===== config.mk =====
export PLATFORM = sky130hd
export DESIGN_NAME = pulse_period_rpm_meter_top
export DESIGN_NICKNAME = d
export VERILOG_FILES = /design/src/design/pprm_pkg.sv /design/src/design/pprm_div.sv /design/src/design/pulse_period_rpm_meter_top.sv
export SDC_FILE = /design/constraint.sdc
export NUM_CORES = 1
export LEC_CHECK = 0
export ABC_CLOCK_PERIOD_IN_PS = 3500
export BUFFER_PORTS_ARGS = -buffer_cell sky130_fd_sc_hd__clkbuf_2
export CORE_UTILIZATION = 55
export DETAILED_ROUTE_END_ITERATION = 8
export PLACE_DENSITY = 0.73
export SLEW_MARGIN = 20
export SYNTH_ARGS = -nofsm -noshare
export SYNTH_HDL_FRONTEND = slang
export SYNTH_SLANG_ARGS = --single-unit
export TNS_END_PERCENT = 10

===== constraint.sdc =====
create_clock -name i_clk -period 3.5 [get_ports i_clk]
set_input_delay 0.7 -clock i_clk [delete_from_list [all_inputs] [get_ports i_clk]]
set_output_delay 0.7 -clock i_clk [all_outputs]
set_load 0.005 [all_outputs]

===== src/design/pprm_pkg.sv =====
// ============================================================================
// pprm_pkg
// Shared types and constants for the pulse period speed meter: field widths,
// register reset values, configuration register indexes and sequencer states.
// ============================================================================
package pprm_pkg;

    // Field and state widths
    localparam int COUNTER_BITS = 16;
    localparam int NUM_W        = 32;
    localparam int RPM_W        = 16;
    localparam int WRAP_W       = 3;
    localparam int CFG_IDX_W    = 2;
    localparam int CFG_DATA_W   = 32;

    // Wrap count saturates here
    localparam logic [WRAP_W-1:0] WRAP_MAX = 3'd7;

    // Register reset values
    localparam logic [NUM_W-1:0]  RST_RPM_NUMERATOR = 32'd60000000;
    localparam logic [RPM_W-1:0]  RST_RPM_LIMIT     = 16'd15000;
    localparam logic [WRAP_W-1:0] RST_STALL_WRAPS   = 3'd4;

    // Configuration register indexes
    typedef enum logic [CFG_IDX_W-1:0] {
        CFG_RPM_NUMERATOR = 2'd0,
        CFG_RPM_LIMIT     = 2'd1,
        CFG_STALL_WRAPS   = 2'd2
    } t_cfg_idx;

    // Sequencer states
    typedef enum logic [1:0] {
        ST_IDLE,
        ST_DIV,
        ST_WB
    } t_state;

endpackage


===== src/design/pprm_div.sv =====
// ============================================================================
// pprm_div
// Restoring divider, one quotient bit per cycle. A start pulse loads the
// operands; done pulses for one cycle once the quotient is final, and the
// quotient then holds until the next start.
// ============================================================================
module pprm_div #(
    parameter int NUM_W = pprm_pkg::NUM_W,
    parameter int DIV_W = pprm_pkg::COUNTER_BITS + pprm_pkg::WRAP_W
) (
    input  logic             i_clk,
    input  logic             i_rst_n,
    input  logic             i_start,
    input  logic [NUM_W-1:0] i_numerator,
    input  logic [DIV_W-1:0] i_divisor,
    output logic             o_done,
    output logic [NUM_W-1:0] o_quotient
);

    localparam int CNT_W = $clog2(NUM_W);
    localparam logic [CNT_W-1:0] CNT_LAST = CNT_W'(NUM_W - 1);

    logic             r_busy;
    logic             r_done;
    logic [CNT_W-1:0] r_cnt;
    logic [DIV_W-1:0] r_rem;
    logic [DIV_W-1:0] r_div;
    logic [NUM_W-1:0] r_quo;

    logic [DIV_W:0]   w_trial;
    logic [DIV_W:0]   w_diff;
    logic             w_ge;

    // Shift in the next numerator bit and try a subtract
    always_comb begin
        w_trial = {r_rem, r_quo[NUM_W-1]};
        w_diff  = w_trial - {1'b0, r_div};
        w_ge    = !w_diff[DIV_W];
    end

    // Control: busy flag, step count, done pulse
    always_ff @(posedge i_clk) begin
        if (!i_rst_n) begin
            r_busy <= 1'b0;
            r_done <= 1'b0;
            r_cnt  <= '0;
        end else begin
            r_done <= 1'b0;
            if (i_start) begin
                r_busy <= 1'b1;
                r_cnt  <= '0;
            end else if (r_busy) begin
                r_cnt <= r_cnt + 1'b1;
                if (r_cnt == CNT_LAST) begin
                    r_busy <= 1'b0;
                    r_done <= 1'b1;
                end
            end
        end
    end

    // Datapath: remainder and numerator/quotient shift register
    always_ff @(posedge i_clk) begin
        if (i_start) begin
            r_rem <= '0;
            r_div <= i_divisor;
            r_quo <= i_numerator;
        end else if (r_busy) begin
            r_rem <= w_ge ? w_diff[DIV_W-1:0] : w_trial[DIV_W-1:0];
            r_quo <= {r_quo[NUM_W-2:0], w_ge};
        end
    end

    assign o_done     = r_done;
    assign o_quotient = r_quo;

endmodule


===== src/design/pulse_period_rpm_meter_top.sv =====
// ============================================================================
// pulse_period_rpm_meter_top
// Engine speed meter by period measurement. One input item is one tick of
// the measuring clock with a pulse flag; one result item follows each item.
// ============================================================================
// Each accepted item yields exactly one result (rpm, stalled) held in an
// output register. A tick without a pulse, or a pulse with a zero period,
// loads that register as it is accepted. A pulse with a nonzero period
// starts the restoring divider (one quotient bit per cycle); the sequencer
// then sees the divider's done flag, and the speed is clamped and written
// back once the output register is free. The input stalls while a division
// runs or waits for write-back, and while the output register holds a result
// that the receiver is stalling. Configuration writes are always taken and
// should only be made while the block is idle.
module pulse_period_rpm_meter_top #(
    parameter int COUNTER_BITS = pprm_pkg::COUNTER_BITS
) (
    input  logic                            i_clk,
    input  logic                            i_rst_n,
    // input items
    input  logic                            i_in_valid,
    output logic                            o_in_stall,
    input  logic                            i_pulse,
    // result items
    output logic                            o_out_valid,
    input  logic                            i_out_stall,
    output logic [pprm_pkg::RPM_W-1:0]      o_rpm,
    output logic                            o_stalled,
    // configuration writes
    input  logic                            i_cfg_valid,
    output logic                            o_cfg_ready,
    input  logic [pprm_pkg::CFG_IDX_W-1:0]  i_cfg_index,
    input  logic [pprm_pkg::CFG_DATA_W-1:0] i_cfg_data
);

    localparam int PERIOD_W = COUNTER_BITS + pprm_pkg::WRAP_W;
    localparam int NUM_W    = pprm_pkg::NUM_W;
    localparam int RPM_W    = pprm_pkg::RPM_W;
    localparam int WRAP_W   = pprm_pkg::WRAP_W;

    // Configuration registers
    logic [NUM_W-1:0]        r_numerator;
    logic [RPM_W-1:0]        r_limit;
    logic [WRAP_W-1:0]       r_stall_wraps;

    // Measurement state
    logic [COUNTER_BITS-1:0] r_tick;
    logic [WRAP_W-1:0]       r_wrap;
    logic [RPM_W-1:0]        r_speed;

    // Output register
    logic                    r_out_valid;
    logic [RPM_W-1:0]        r_rpm;
    logic                    r_stalled;

    // Sequencer
    pprm_pkg::t_state        r_state;
    pprm_pkg::t_state        n_state;

    logic                    w_out_free;
    logic                    w_accept;
    logic                    w_div_start;
    logic                    w_tick_load;
    logic                    w_wb_load;
    logic [PERIOD_W-1:0]     w_period;
    logic                    w_period_zero;
    logic                    w_div_done;
    logic [NUM_W-1:0]        w_quotient;

    logic [COUNTER_BITS-1:0] n_tick;
    logic [WRAP_W-1:0]       n_wrap;
    logic [RPM_W-1:0]        n_speed;
    logic [RPM_W-1:0]        w_clamped;

    assign w_out_free    = !r_out_valid || !i_out_stall;
    assign w_period      = {r_wrap, r_tick};
    assign w_period_zero = (w_period == '0);

    // Next state
    always_comb begin
        n_state = r_state;
        case (r_state)
            pprm_pkg::ST_IDLE: begin
                if (w_accept && i_pulse && !w_period_zero) n_state = pprm_pkg::ST_DIV;
            end
            pprm_pkg::ST_DIV: begin
                if (w_div_done) n_state = pprm_pkg::ST_WB;
            end
            pprm_pkg::ST_WB: begin
                if (w_out_free) n_state = pprm_pkg::ST_IDLE;
            end
            default: n_state = pprm_pkg::ST_IDLE;
        endcase
    end

    // Sequencer outputs
    always_comb begin
        o_in_stall  = 1'b1;
        w_div_start = 1'b0;
        w_tick_load = 1'b0;
        w_wb_load   = 1'b0;
        case (r_state)
            pprm_pkg::ST_IDLE: begin
                o_in_stall  = !w_out_free;
                w_div_start = w_accept && i_pulse && !w_period_zero;
                w_tick_load = w_accept && !(i_pulse && !w_period_zero);
            end
            pprm_pkg::ST_DIV: begin
                o_in_stall = 1'b1;
            end
            pprm_pkg::ST_WB: begin
                w_wb_load = w_out_free;
            end
            default: o_in_stall = 1'b1;
        endcase
    end

    assign w_accept = i_in_valid && !o_in_stall;

    // Divider: numerator over period
    pprm_div #(
        .NUM_W (NUM_W),
        .DIV_W (PERIOD_W)
    ) u_div (
        .i_clk      (i_clk),
        .i_rst_n    (i_rst_n),
        .i_start    (w_div_start),
        .i_numerator(r_numerator),
        .i_divisor  (w_period),
        .o_done     (w_div_done),
        .o_quotient (w_quotient)
    );

    // Clamp the quotient to the limit
    assign w_clamped = (w_quotient > {{(NUM_W - RPM_W){1'b0}}, r_limit})
                     ? r_limit : w_quotient[RPM_W-1:0];

    // Tick update: pulse with zero period, or counter advance
    always_comb begin
        n_tick  = r_tick + 1'b1;
        n_wrap  = r_wrap;
        n_speed = r_speed;
        if (i_pulse) begin
            n_tick  = '0;
            n_wrap  = '0;
            n_speed = r_limit;
        end else if (&r_tick) begin
            if (r_wrap != pprm_pkg::WRAP_MAX) n_wrap = r_wrap + 1'b1;
            if (n_wrap > r_stall_wraps) n_speed = '0;
        end
    end

    // Configuration writes
    assign o_cfg_ready = 1'b1;

    always_ff @(posedge i_clk) begin
        if (!i_rst_n) begin
            r_numerator   <= pprm_pkg::RST_RPM_NUMERATOR;
            r_limit       <= pprm_pkg::RST_RPM_LIMIT;
            r_stall_wraps <= pprm_pkg::RST_STALL_WRAPS;
        end else if (i_cfg_valid && o_cfg_ready) begin
            case (i_cfg_index)
                pprm_pkg::CFG_RPM_NUMERATOR: r_numerator   <= i_cfg_data[NUM_W-1:0];
                pprm_pkg::CFG_RPM_LIMIT:     r_limit       <= i_cfg_data[RPM_W-1:0];
                pprm_pkg::CFG_STALL_WRAPS:   r_stall_wraps <= i_cfg_data[WRAP_W-1:0];
                default: ;
            endcase
        end
    end

    // Sequencer and measurement state
    always_ff @(posedge i_clk) begin
        if (!i_rst_n) begin
            r_state <= pprm_pkg::ST_IDLE;
            r_tick  <= '0;
            r_wrap  <= '0;
            r_speed <= '0;
        end else begin
            r_state <= n_state;
            if (w_tick_load) begin
                r_tick  <= n_tick;
                r_wrap  <= n_wrap;
                r_speed <= n_speed;
            end else if (w_div_start) begin
                r_tick <= '0;
                r_wrap <= '0;
            end else if (w_wb_load) begin
                r_speed <= w_clamped;
            end
        end
    end

    // Output register: load a result, drop it once taken
    always_ff @(posedge i_clk) begin
        if (!i_rst_n) begin
            r_out_valid <= 1'b0;
        end else if (w_tick_load || w_wb_load) begin
            r_out_valid <= 1'b1;
        end else if (!i_out_stall) begin
            r_out_valid <= 1'b0;
        end
    end

    always_ff @(posedge i_clk) begin
        if (w_tick_load) begin
            r_rpm     <= n_speed;
            r_stalled <= (n_wrap > r_stall_wraps);
        end else if (w_wb_load) begin
            r_rpm     <= w_clamped;
            r_stalled <= 1'b0;
        end
    end

    assign o_out_valid = r_out_valid;
    assign o_rpm       = r_rpm;
    assign o_stalled   = r_stalled;

    // Divider finishes only while the sequencer waits for it
    a_done_in_div: assert property (@(posedge i_clk) disable iff (!i_rst_n)
        w_div_done |-> (r_state == pprm_pkg::ST_DIV))
        else $error("divider done outside of the divide state");

    // A division start clears the period counters for the next measurement
    a_start_clears: assert property (@(posedge i_clk) disable iff (!i_rst_n)
        w_div_start |=> (r_state == pprm_pkg::ST_DIV && r_tick == '0 && r_wrap == '0))
        else $error("division started without clearing the period counters");

    // A write-back delivers a result that is never marked stalled
    a_wb_not_stalled: assert property (@(posedge i_clk) disable iff (!i_rst_n)
        w_wb_load |=> (r_out_valid && !r_stalled && r_state == pprm_pkg::ST_IDLE))
        else $error("pulse result written back as stalled");

endmodule


Word-level counts from Yosys, hierarchy flattened
Index checks and enable logic that the tools add are counted.
{"block": "totals", "reg_bits": 183, "latch_bits": 0, "ramBits": 0, "rom_bits": 0, "inputBits": 40, "out_inout_bits": 20, "word_cells": 101, "mem_count": 0}
{"block": "op_classes", "add_sub_neg": 4, "mul": 0, "div_mod_pow": 0, "order_cmp": 3, "n_eq_ne": 11, "n_shift": 0, "muxes": 37, "n_bitwise": 2, "reduce_logical": 28}
{"op": "$mux 16", "count": 11}
{"op": "$mux 32", "count": 2}
{"op": "$gt 32x16->1", "count": 1}
{"op": "$mux 3", "count": 7}
{"op": "$sub 20x19->20", "count": 1}
{"op": "$logic_not 19->1", "count": 1}
{"op": "$mux 19", "count": 1}
{"op": "$add 16x1->16 const B", "count": 1}
{"op": "$reduce_and 16->1", "count": 1}
{"op": "$mux 1", "count": 12}
{"op": "$reduce_and 2->1", "count": 4}
{"op": "$logic_not 1->1", "count": 7}
{"op": "$gt 3x3->1", "count": 2}
{"op": "$mux 2", "count": 3}
{"op": "$ne 2x2->1 const B", "count": 3}
{"op": "$pmux 2 s3", "count": 1}
{"op": "$reduce_bool 2->1", "count": 3}
{"op": "$add 5x1->5 const B", "count": 1}
{"op": "$eq 5x5->1 const B", "count": 1}
{"op": "$logic_and 1x1->1", "count": 5}
{"op": "$eq 2x1->1 const B", "count": 2}
{"op": "$eq 2x2->1 const B", "count": 2}
{"op": "$logic_not 2->1", "count": 2}
{"op": "$ne 2x1->1 const B", "count": 2}
{"op": "other kinds (7)", "count": 9}

Longest topological paths before layout
Gate-level depths: netlist of run 1.
{"block": "logic_depth", "word_depth": 11, "depth_mapped": 13, "ltp_nobuf": 12}

Cells and area by module
Synthesis of run 1 repeated with hierarchy kept, for this count alone.
{"block": "unflattened", "cells_unflattened": 1016, "area_unflattened_um2": 9695.5}
{"mod": "pulse_period_rpm_meter_top", "n_inst": 1, "cells_each": 630, "area_per_inst_um2": 5388.9, "seq_area_each_um2": 2292.2}
{"mod": "pprm_div", "n_inst": 1, "cells_each": 386, "area_per_inst_um2": 4306.6, "seq_area_each_um2": 2052.0}

Worst setup path after synthesis of run 1
OpenSTA, ideal clock, no wires.
{"block": "synth_timing", "path_kind": "input to register", "from": "input i_out_stall", "to": "register u_div.r_quo[0] (netlist: u_div.o_quotient[0]), enable pin", "setup_ns": 0.389, "t_arrival_ns": 2.652, "required_ns": 3.111, "setup_slack_ns": 0.459, "cell_stages": 7, "path_buffers": 3, "cell_sequence": "a211oi_1 > and2_1 > buf_2 > nand3_1 > clkbuf_1 > clkbuf_1 > nand2_1"}
{"block": "synth_via", "elab_chain_len": 10}
{"item": "from (decl)", "line_no": "pulse_period_rpm_meter_top.sv:26", "source": "input logic i_out_stall,"}
{"item": "$logic_not 1->1"}
{"item": "$logic_or 1x1->1", "line_no": "pulse_period_rpm_meter_top.sv:75", "source": "assign w_out_free = !r_out_valid || !i_out_stall;"}
{"item": "$logic_not 1->1", "line_no": "pulse_period_rpm_meter_top.sv:104", "source": "o_in_stall = !w_out_free;"}
{"item": "$mux 1", "line_no": "pulse_period_rpm_meter_top.sv:102", "source": "case (r_state)"}
{"item": "$logic_not 1->1", "line_no": "pulse_period_rpm_meter_top.sv:118", "source": "assign w_accept = i_in_valid && !o_in_stall;"}
{"item": "$logic_and 1x1->1", "line_no": "pulse_period_rpm_meter_top.sv:118"}
{"item": "$logic_and 1x1->1 (2 in a row)", "line_no": "pulse_period_rpm_meter_top.sv:105", "source": "w_div_start = w_accept && i_pulse && !w_period_zero;"}
{"item": "$mux 1", "line_no": "pulse_period_rpm_meter_top.sv:102"}
{"item": "$reduce_bool 2->1 (no line)"}
{"item": "to (signal assigned)", "line_no": "pprm_div.sv:67", "source": "r_quo <= i_numerator;"}
{"item": "to (signal assigned)", "line_no": "pprm_div.sv:70", "source": "r_quo <= {r_quo[NUM_W-2:0], w_ge};"}
{"item": "to (decl)", "line_no": "pprm_div.sv:28", "source": "logic [NUM_W-1:0] r_quo;"}
Every way passes these cells.
A chain may end at the register's enable or synchronous reset.

Worst setup path after layout of run 1
{"block": "layout_timing", "from": "register r_wrap[1]", "to": "register r_speed[2]"}
{"block": "layout_via", "elab_chain_len": 9, "word_cells_on_any_way": 21, "classes_between": "add/sub: 1; order compare: 1; eq/ne: 2; mux: 9; reduce/logical: 8"}
{"item": "from (decl)", "line_no": "pulse_period_rpm_meter_top.sv:48", "source": "logic [WRAP_W-1:0] r_wrap;"}
{"item": "from (signal assigned)", "line_no": "pulse_period_rpm_meter_top.sv:182", "source": "r_wrap <= n_wrap;"}
{"item": "$add 3x1->3 or $ne 3x3->1 (tied branches)", "line_no": "pulse_period_rpm_meter_top.sv:148", "source": "if (r_wrap != pprm_pkg::WRAP_MAX) n_wrap = r_wrap + 1'b1;"}
{"item": "$mux 3", "line_no": "pulse_period_rpm_meter_top.sv:148"}
{"item": "$mux 3", "line_no": "pulse_period_rpm_meter_top.sv:147", "source": "end else if (&r_tick) begin"}
{"item": "$mux 3", "line_no": "pulse_period_rpm_meter_top.sv:143", "source": "if (i_pulse) begin"}
{"item": "$gt 3x3->1", "line_no": "pulse_period_rpm_meter_top.sv:149", "source": "if (n_wrap > r_stall_wraps) n_speed = '0;"}
{"item": "$mux 16", "line_no": "pulse_period_rpm_meter_top.sv:149"}
{"item": "$mux 16", "line_no": "pulse_period_rpm_meter_top.sv:147"}
{"item": "$mux 16", "line_no": "pulse_period_rpm_meter_top.sv:143"}
{"item": "$mux 16", "line_no": "pulse_period_rpm_meter_top.sv:180", "source": "if (w_tick_load) begin"}
{"item": "to (signal assigned)", "line_no": "pulse_period_rpm_meter_top.sv:183", "source": "r_speed <= n_speed;"}
{"item": "to (signal assigned)", "line_no": "pulse_period_rpm_meter_top.sv:188", "source": "r_speed <= w_clamped;"}
{"item": "to (decl)", "line_no": "pulse_period_rpm_meter_top.sv:49", "source": "logic [RPM_W-1:0] r_speed;"}
Several ways; a longest one is shown, not always the timed one. The select of a mux whose other input is x is not followed.

==> impl_metrics.toml, run 1 <==
[status]
run_status = "complete, no violations"

[timing]
hold_ws_ps = 464
worstMarginPinSlew_ps = 888
rsz0062_at_grt = "false"
max_freq_mhz = 338
slew_violations = 0
relSlewSlack_pct = 40.8
setup_tns_ps = 0
skew_ps = 10.5
finalSetupViolCount = 0
hold_violations = 0
fin_crit_ps = 2960
period_share_pct = 84.5
setup_ws_ps = 542

[critical_path]
crit_chain = "ha_1, nand2_1, o21ai_0, ha_1, nor2b_1, o21ai_0, a32oi_1, a21oi_1, buf_4, a221oi_2, a2111oi_2, a22o_1"
cpPeakStageDelay_ps = 470
startpoint_type = "flop"
end_kind = "flop"
crit_fanout = 16
crit_type = "reg2reg"
cp_slowest_cell = "a2111oi_2"
crit_required_ps = 3870
cp.arrival_ps = 3330

[route]
antenna_left = 0
drt_iter0_drc = 799
post_drt_via_cell_ratio = 5.90
drc = 0
firstDrtPassIters = 5
wl_um = 22600
num_vias = 7743
wl_per_cell_um = 17.2

[grt]
grt_pass1_vias = 7212
grt_pass1_wl_um = 36900
globalRouteOverflowTotal = 0
grt_max_degree = 50
grt_usage_pct = 25.9
grt_antenna_before_repair = 0

[synth]
synth_top_area_cell = "dfxtp_1"
syn-num-nets = 1125
synth_flop_cell = "dfxtp_1"
synth.top_cell.area_share_pct = 23.7
yosys-top-cells-area = "dfxtp_1 24%, edfxtp_1 21%, nand2_1 8.7%"
ys_seq_area_share_pct = 44.7
synth_edf_count = 68
synth_area_sq_um = 9720
syn_area_per_cell_sq_um = 9.37
ys_seq_elements = 183
synth.distinct_cells = 69
synthArstFlopShare_pct = 0
synthCells = 1037
yosys_warnings = 0

[hold_path]
hold_path.class = "reg2reg"

[clock_network]
cts_buffers = 17
cts_repair_resize_count = 0
postCtsSetupBuffers = 0
htreeDepth = 4
cts_max_path_buffers = 2
cts.hold.buffers_added = 0
insertion_delay_ps = 440
cts_tree = "yes"
clk_pin_slew_ps = 70
clockRootBuffer = "clkbuf_16"
cts_sinks = 183

[power_and_ir_drop]
leakagePower_nw = 4.40
p_per_area_nw_per_um2 = 583
vdd_drop_max_uv = 371

[finish]
drive_gt1_share_pct = 14.4
final_util_pct = 62.4
layout_common_cells = "226 x nand2_1, 115 x dfxtp_1, 68 x edfxtp_1"
antenna_cells = 0
areaGrowthSynthToFinish_pct = 11.0
finalNetCount = 1162
final_area_sq_um = 10800
final_common_cell = "nand2_1"

[floorplan]
initial_core_util_pct = 56.2
die_h_um = 135
num_rows = 48
io_pins = 60
die-area_sq_um = 18200
core_area_sq_um = 17300
die-width_um = 135

[placed_design]
hpwl_um = 15500
port_buffers = 58
gp_congestion = 0.890
post-place-ws_ps = 562
postPlaceCellArea_sq_um = 10200

[run]
max-cap-violations = 0
==> registers in the layout (all words and copies together) (netlist names), 16 cells and up <==
register          cells
r_numerator          32
u_div.o_quotient     32
u_div.r_div          19
u_div.r_rem          19
o_rpm                16
r_limit              16
r_speed              16
r_tick               16
==> power breakdown <==
part | total (mW) | switching, mW | internal (mW)
Clock | 2.01 | 0.935 | 1.07
Sequential | 2.62 | 0.173 | 2.45
Combinational | 1.66 | 0.956 | 0.702
==> logic make-up after synthesis <==
kind of cell	Yosys count	synth area share (%)
AOI/OAI and AO/OA	227	19.1
xor gates and xnor gates	31	2.79
adders and majority gates	48	6.26
buffers and inverters	114	4.98
DFF	183	44.7
muxes	17	1.75
other	1	0.0386
and+or+nand+nor	416	20.3
==> stage by stage <==
stage	power, mW	std cells
floorplan	3.96	1037
global placement	4.26	1280
detailed placement	4.29	1280
CTS	6.30	1312
global route	6.61	1312
finish	6.29	1312
==> synth_stat cells, types with 11 or more instances <==
cell type	n
a21oi_1	43
clkbuf_1	44
inv_1	55
a221oi_2	11
nand4_1	17
o21ai_0	30
edfxtp_1	68
xor2_1	13
nor2_1	38
xnor2_1	18
nand2_1	226
nand3_1	30
dfxtp_1	115
nor3b_1	18
a22o_1	16
mux2i_1	17
ha_1	47
nor4_1	24
o22ai_1	17
a21boi_0	35
==> final timing paths <==
path / startpoint / to / slack, ps / cells after the start
worst max-delay path: r_wrap[1] / r_speed[2] / 540 / 12
worst max register to register: r_wrap[1] / r_speed[2] / 540 / 12
worst min register to register: r_numerator[0] / r_numerator[0] / 460 / 2
worst min-delay path: r_numerator[0] / r_numerator[0] / 460 / 2
==> routing by layer <==
| metal | GRT usage [%] | vias up | routed length, um | share of wire, % |
|---|---|---|---|---|
| li1 | - | 3801 | - | - |
| met1 | 38.1 | 3641 | 10800 | 48 |
| met2 | 38.1 | 271 | 9800 | 43 |
| met3 | 4.95 | 30 | 1680 | 7.4 |
| met4 | 8.49 | 0 | 335 | 1.5 |
| met5 | 0 | - | 0 | 0 |
==> layout make-up <==
cell class / instances / area [sq um]
flip-flops and latches: 183 / 4340
repair buffers: 76 / 425
fillers: 1479 / 6510
inverters: 56 / 210
well taps: 225 / 282
multi-input cells: 740 / 4900
clock inverters: 14 / 173
clock buffers: 18 / 450
==> critical path, delay by kind of cell (launching register included) <==
family	cells	cell delay, ps
compound gates	7	1410
fa+ha+maj	2	540
flops	1	400
buf+inv	1	300
simple gates	2	260
Power figures use the tool's default switching activity.
==> inputs of run 2 (changes only) <==
- ABC_CLOCK_PERIOD_IN_PS: 3500 -> 2550
- PLACE_DENSITY: 0.73 -> 0.76
- clock period: 3.5 -> 2.55 ns (I/O delays scaled with it)
==> impl_metrics.toml, run 2 (synthesized netlist as in run 1, its figures left out) <==
[timing]
worstMarginPinSlew_ps = 713
hold_violations = 0
relSlewSlack_pct = 52.5
setup_ws_ps = -194
rsz0062_at_grt = "true"
max_freq_mhz = 364
finalSetupViolCount = 29
period_share_pct = 108
skew_ps = 11.8
setup_tns_ps = -2410
fin_crit_ps = 2740
slew_violations = 0

[finish]
drive_gt1_share_pct = 28.8
finalNetCount = 1299
areaGrowthSynthToFinish_pct = 26.9
final_area_sq_um = 12300
final_util_pct = 71.3
final_common_cell = "nand2_1"
layout_common_cells = "223 x nand2_1, 141 x buf_4, 106 x dfxtp_1"
fill_cells = 1207
antenna_cells = 0

[placed_design]
postPlaceCellArea_sq_um = 11200
port_buffers = 58
hpwl_um = 17300
gp_congestion = 0.890

[floorplan]
io_pins = 60
core_area_sq_um = 17300
die-width_um = 135
num_rows = 48
die_h_um = 135
die-area_sq_um = 18200
initial_core_util_pct = 56.2

[clock_network]
cts_sinks = 183
cts_buffers = 17
cts.hold.buffers_added = 0
clk_pin_slew_ps = 70
insertion_delay_ps = 450
clockRootBuffer = "clkbuf_16"
cts_max_path_buffers = 2
htreeDepth = 4
cts_tree = "yes"

[critical_path]
cp.arrival_ps = 3080
end_kind = "flop"
crit_fanout = 16
startpoint_type = "flop"
crit_type = "reg2reg"
crit_required_ps = 2890

[route]
drt_iter0_drc = 888
wl_um = 27300
antenna_left = 0
drc = 0
num_vias = 8741
wl_per_cell_um = 18.9
firstDrtPassIters = 5
post_drt_via_cell_ratio = 6.03

[grt]
globalRouteOverflowTotal = 0
grt_pass1_vias = 8024
grt_usage_pct = 28.7
grt_max_degree = 46
grt_antenna_before_repair = 0
grt_pass1_wl_um = 40500

[run]
max-cap-violations = 0

[hold_path]
hold_path.class = "in2reg"

[power_and_ir_drop]
leakagePower_nw = 5.15
vdd_drop_max_uv = 560
power.total_mw = 9.09
p_comb_share_pct = 32.2
clkPwrFrac_pct = 28.3
p_per_area_nw_per_um2 = 738
p_sw_share_pct = 33.7
switchingPower_mw = 3.06
seq_power_share_pct = 39.6
p_int_mw = 6.03

[status]
run_status = "complete, but fails checks"
violations = "setup timing"
==> run 2: worst paths after layout <==
kind / slack [ps] / cells after the start / startpoint / end
max: -190 / 8 / u_div.o_quotient[3] / r_speed[3]
min: 260 / 3 / i_cfg_data[16] / r_numerator[16]
max reg2reg: -190 / 8 / u_div.o_quotient[3] / r_speed[3]
min reg2reg: 470 / 2 / r_numerator[1] / r_numerator[1]
==> run 2: repair_timing <==
| item | in CTS | in global routing |
|---|---|---|
| pin swaps | 30 | 29 |
| buffers inserted | 6 | 3 |
| setup endpoints to repair | 41 | 52 |
| gates cloned | 1 | 1 |
| resized for setup | 29 | 61 |
==> run 2: worst max-delay path, cell delays in order (launching register included) <==
cell       delay (ps)
edfxtp_1          510
ha_1              370
nand4_1           160
nor4_1            410
nand2_1           150
buf_4             240
o22ai_1           390
a2111oi_4         150
a22o_1            260
==> run 2: power groups by stage <==
| stage | sequential, mW | clock, mW | combinational [mW] |
|---|---|---|---|
| after detailed placement | 3.62 | 0 | 2.65 |
| after global placement | 3.62 | 0 | 2.58 |
| after CTS | 3.57 | 2.57 | 2.70 |
| final | 3.60 | 2.57 | 2.93 |
| after floorplan | 3.58 | 0 | 1.85 |
| after global routing | 3.62 | 2.70 | 3.20 |
==> run 2: per-stage QoR <==
stage | worst slack, ps | cells | hold slack [ps]
after floorplan | -80.1 | 1037 | 427
after global placement | -122 | 1407 | 443
after detailed placement | -231 | 1407 | 457
after CTS | -88.5 | 1446 | 261
after global routing | -233 | 1449 | 271
final | -194 | 1449 | 262
==> run 2: layout make-up <==
cell class / instances / area, sq um / share of cell area, %
Multi-Input combinational cell: 741 / 5350 / 43.4
Timing Repair Buffer: 212 / 1550 / 12.6
Tap cell: 225 / 282 / 2.28
Inverter: 56 / 215 / 1.75
Sequential cell: 183 / 4360 / 35.4
Clock inverter: 13 / 133 / 1.08
Clock buffer: 19 / 433 / 3.51
==> run 2: layer usage <==
| metal | vias up | GRT usage, % | routed length [um] | part of all wire [%] |
|---|---|---|---|---|
| met4 | 0 | 10.0 | 828 | 3.0 |
| li1 | 4088 | - | - | - |
| met1 | 4145 | 39.8 | 11800 | 43 |
| met5 | - | 0 | 0 | 0 |
| met2 | 423 | 43.7 | 12300 | 45 |
| met3 | 85 | 6.64 | 2360 | 8.6 |
==> inputs of run 3 (changes only) <==
- CELL_PAD_IN_SITES_DETAIL_PLACEMENT: default -> 2
- CELL_PAD_IN_SITES_GLOBAL_PLACEMENT: default -> 2
- CORE_UTILIZATION: 55 -> 35
- PLACE_DENSITY: 0.76 -> default
- PLACE_DENSITY_LB_ADDON: default -> 0.1
==> impl_metrics.toml, run 3 (synthesized netlist as in run 1, its figures left out) <==
[placed_design]
port_buffers = 58
hpwl_um = 24400
placed_cells = 1567
postPlaceCellArea_sq_um = 11600
gp_congestion = 0.833

[route]
post_drt_via_cell_ratio = 5.75
antenna_left = 0
num_vias = 9306
drc = 0
drt_iter0_drc = 513
wl_per_cell_um = 26.3
firstDrtPassIters = 4
wl_um = 42500

[clock_network]
insertion_delay_ps = 460
htreeDepth = 4
clockRootBuffer = "clkbuf_16"
clk_pin_slew_ps = 90
cts_tree = "yes"
cts_buffers = 17
cts_sinks = 183
cts_max_path_buffers = 2

[floorplan]
die-width_um = 169
die-area_sq_um = 28400
core_area_sq_um = 27100
initial_core_util_pct = 35.8
io_pins = 60
die_h_um = 169
num_rows = 60

[timing]
max_freq_mhz = 341
fin_crit_ps = 2940
hold_violations = 0
worstMarginPinSlew_ps = 810
slew_violations = 0
rsz0062_at_grt = "true"
finalSetupViolCount = 53
setup_ws_ps = -385
relSlewSlack_pct = 46.0
skew_ps = 21.0
period_share_pct = 115

[hold_path]
hold_path.class = "in2reg"

[power_and_ir_drop]
leakagePower_nw = 5.40
vdd_drop_max_uv = 368
p_per_area_nw_per_um2 = 752

[grt]
globalRouteOverflowTotal = 0
grt_usage_pct = 26.2
grt_pass1_vias = 9699
grt_antenna_before_repair = 0
grt_max_degree = 41
grt_pass1_wl_um = 57000

[run]
max-cap-violations = 0

[critical_path]
cp_slowest_cell = "edfxtp_1"
end_kind = "flop"
cp.arrival_ps = 3280
startpoint_type = "flop"
crit_chain = "ha_1, nand4_1, nor2_1, a221o_1, nor3_4, buf_12, nor3b_1, a2111oi_4, a22o_1"
cpPeakStageDelay_ps = 450
crit_fanout = 16
crit_family = "simple AND/OR/NAND/NOR gates"
critical_path_buf_inv_count = 1
crit_type = "reg2reg"
crit_required_ps = 2890

[finish]
final_area_sq_um = 13300
areaGrowthSynthToFinish_pct = 36.9
layout_common_cells = "223 x nand2_1, 152 x buf_4, 106 x dfxtp_1"
final_common_cell = "nand2_1"
finalNonFillerCells = 1618
drive_gt1_share_pct = 33.0
finalNetCount = 1320

[status]
violations = "setup timing"
run_status = "complete, but fails checks"
==> run 3: layout make-up <==
cell class,instances,area [sq um]
Antenna cell,1,2.50
Fill cell,2835,13800
Clock buffer,17,425
Clock inverter,15,193
Inverter,56,215
Sequential cell,183,4360
Multi-Input combinational cell,741,5770
Tap cell,372,465
Timing Repair Buffer,233,1870
==> run 3: worst register-to-register path, stage by stage (launching register included) <==
cell and delay [ps]:
edfxtp_1 450, ha_1 330, nand4_1 190, nor2_1 100, a221o_1 380, nor3_4 340, buf_12 210, nor3b_1 430
a2111oi_4 110, a22o_1 270
==> run 3: repair_timing <==
item | 4_1_cts | 5_1_grt
pin swaps | 44 | 43
endpoints found under the hold margin | 0 | 0
hold buffers | 0 | 0
setup endpoints to repair | 53 | 53
cloned | 4 | 0
resized for setup | 77 | 73
setup buffers | 6 | 10
==> run 3: through the flow <==
step                hold slack (ps)  util, %  worst slack, ps  setup TNS (ps)  power (mW)
finish                          252     49.1             -385          -10300        10.0
floorplan                       427        -            -80.1           -2100        5.43
CTS                             253     47.1             -155           -3360        9.54
global placement                453     42.8            -92.5           -1820        6.40
global route                    260     49.1             -502          -14850        10.4
detailed placement              453     42.8             -333           -8480        6.51
==> run 3: power by group <==
part           leakage [nW]  total (mW)  internal, mW  switching, mW
combinational          3.55        3.53          1.52           2.01
sequential             1.55        3.65          3.36          0.291
clock                 0.299        2.83          1.34           1.49
==> run 3: final timing paths <==
| kind | from | endpoint | slack (ps) | depth (start not counted) |
|---|---|---|---|---|
| setup / recovery | u_div.o_quotient[9] | r_speed[14] | -390 | 9 |
| hold / removal | i_cfg_data[24] | r_numerator[24] | 250 | 3 |
| setup reg to reg | u_div.o_quotient[9] | r_speed[14] | -390 | 9 |
| hold reg to reg | r_numerator[26] | r_numerator[26] | 470 | 2 |
==> run 3: routing by layer <==
metal  vias to the layer above  global-route usage [%]  wire length, um
met5                         -                       0                0
met4                         0                    7.94             1060
met3                        80                    4.04             1660
met2                       269                    43.5            20800
met1                      4825                    35.2            19000
li1                       4132                       -                -
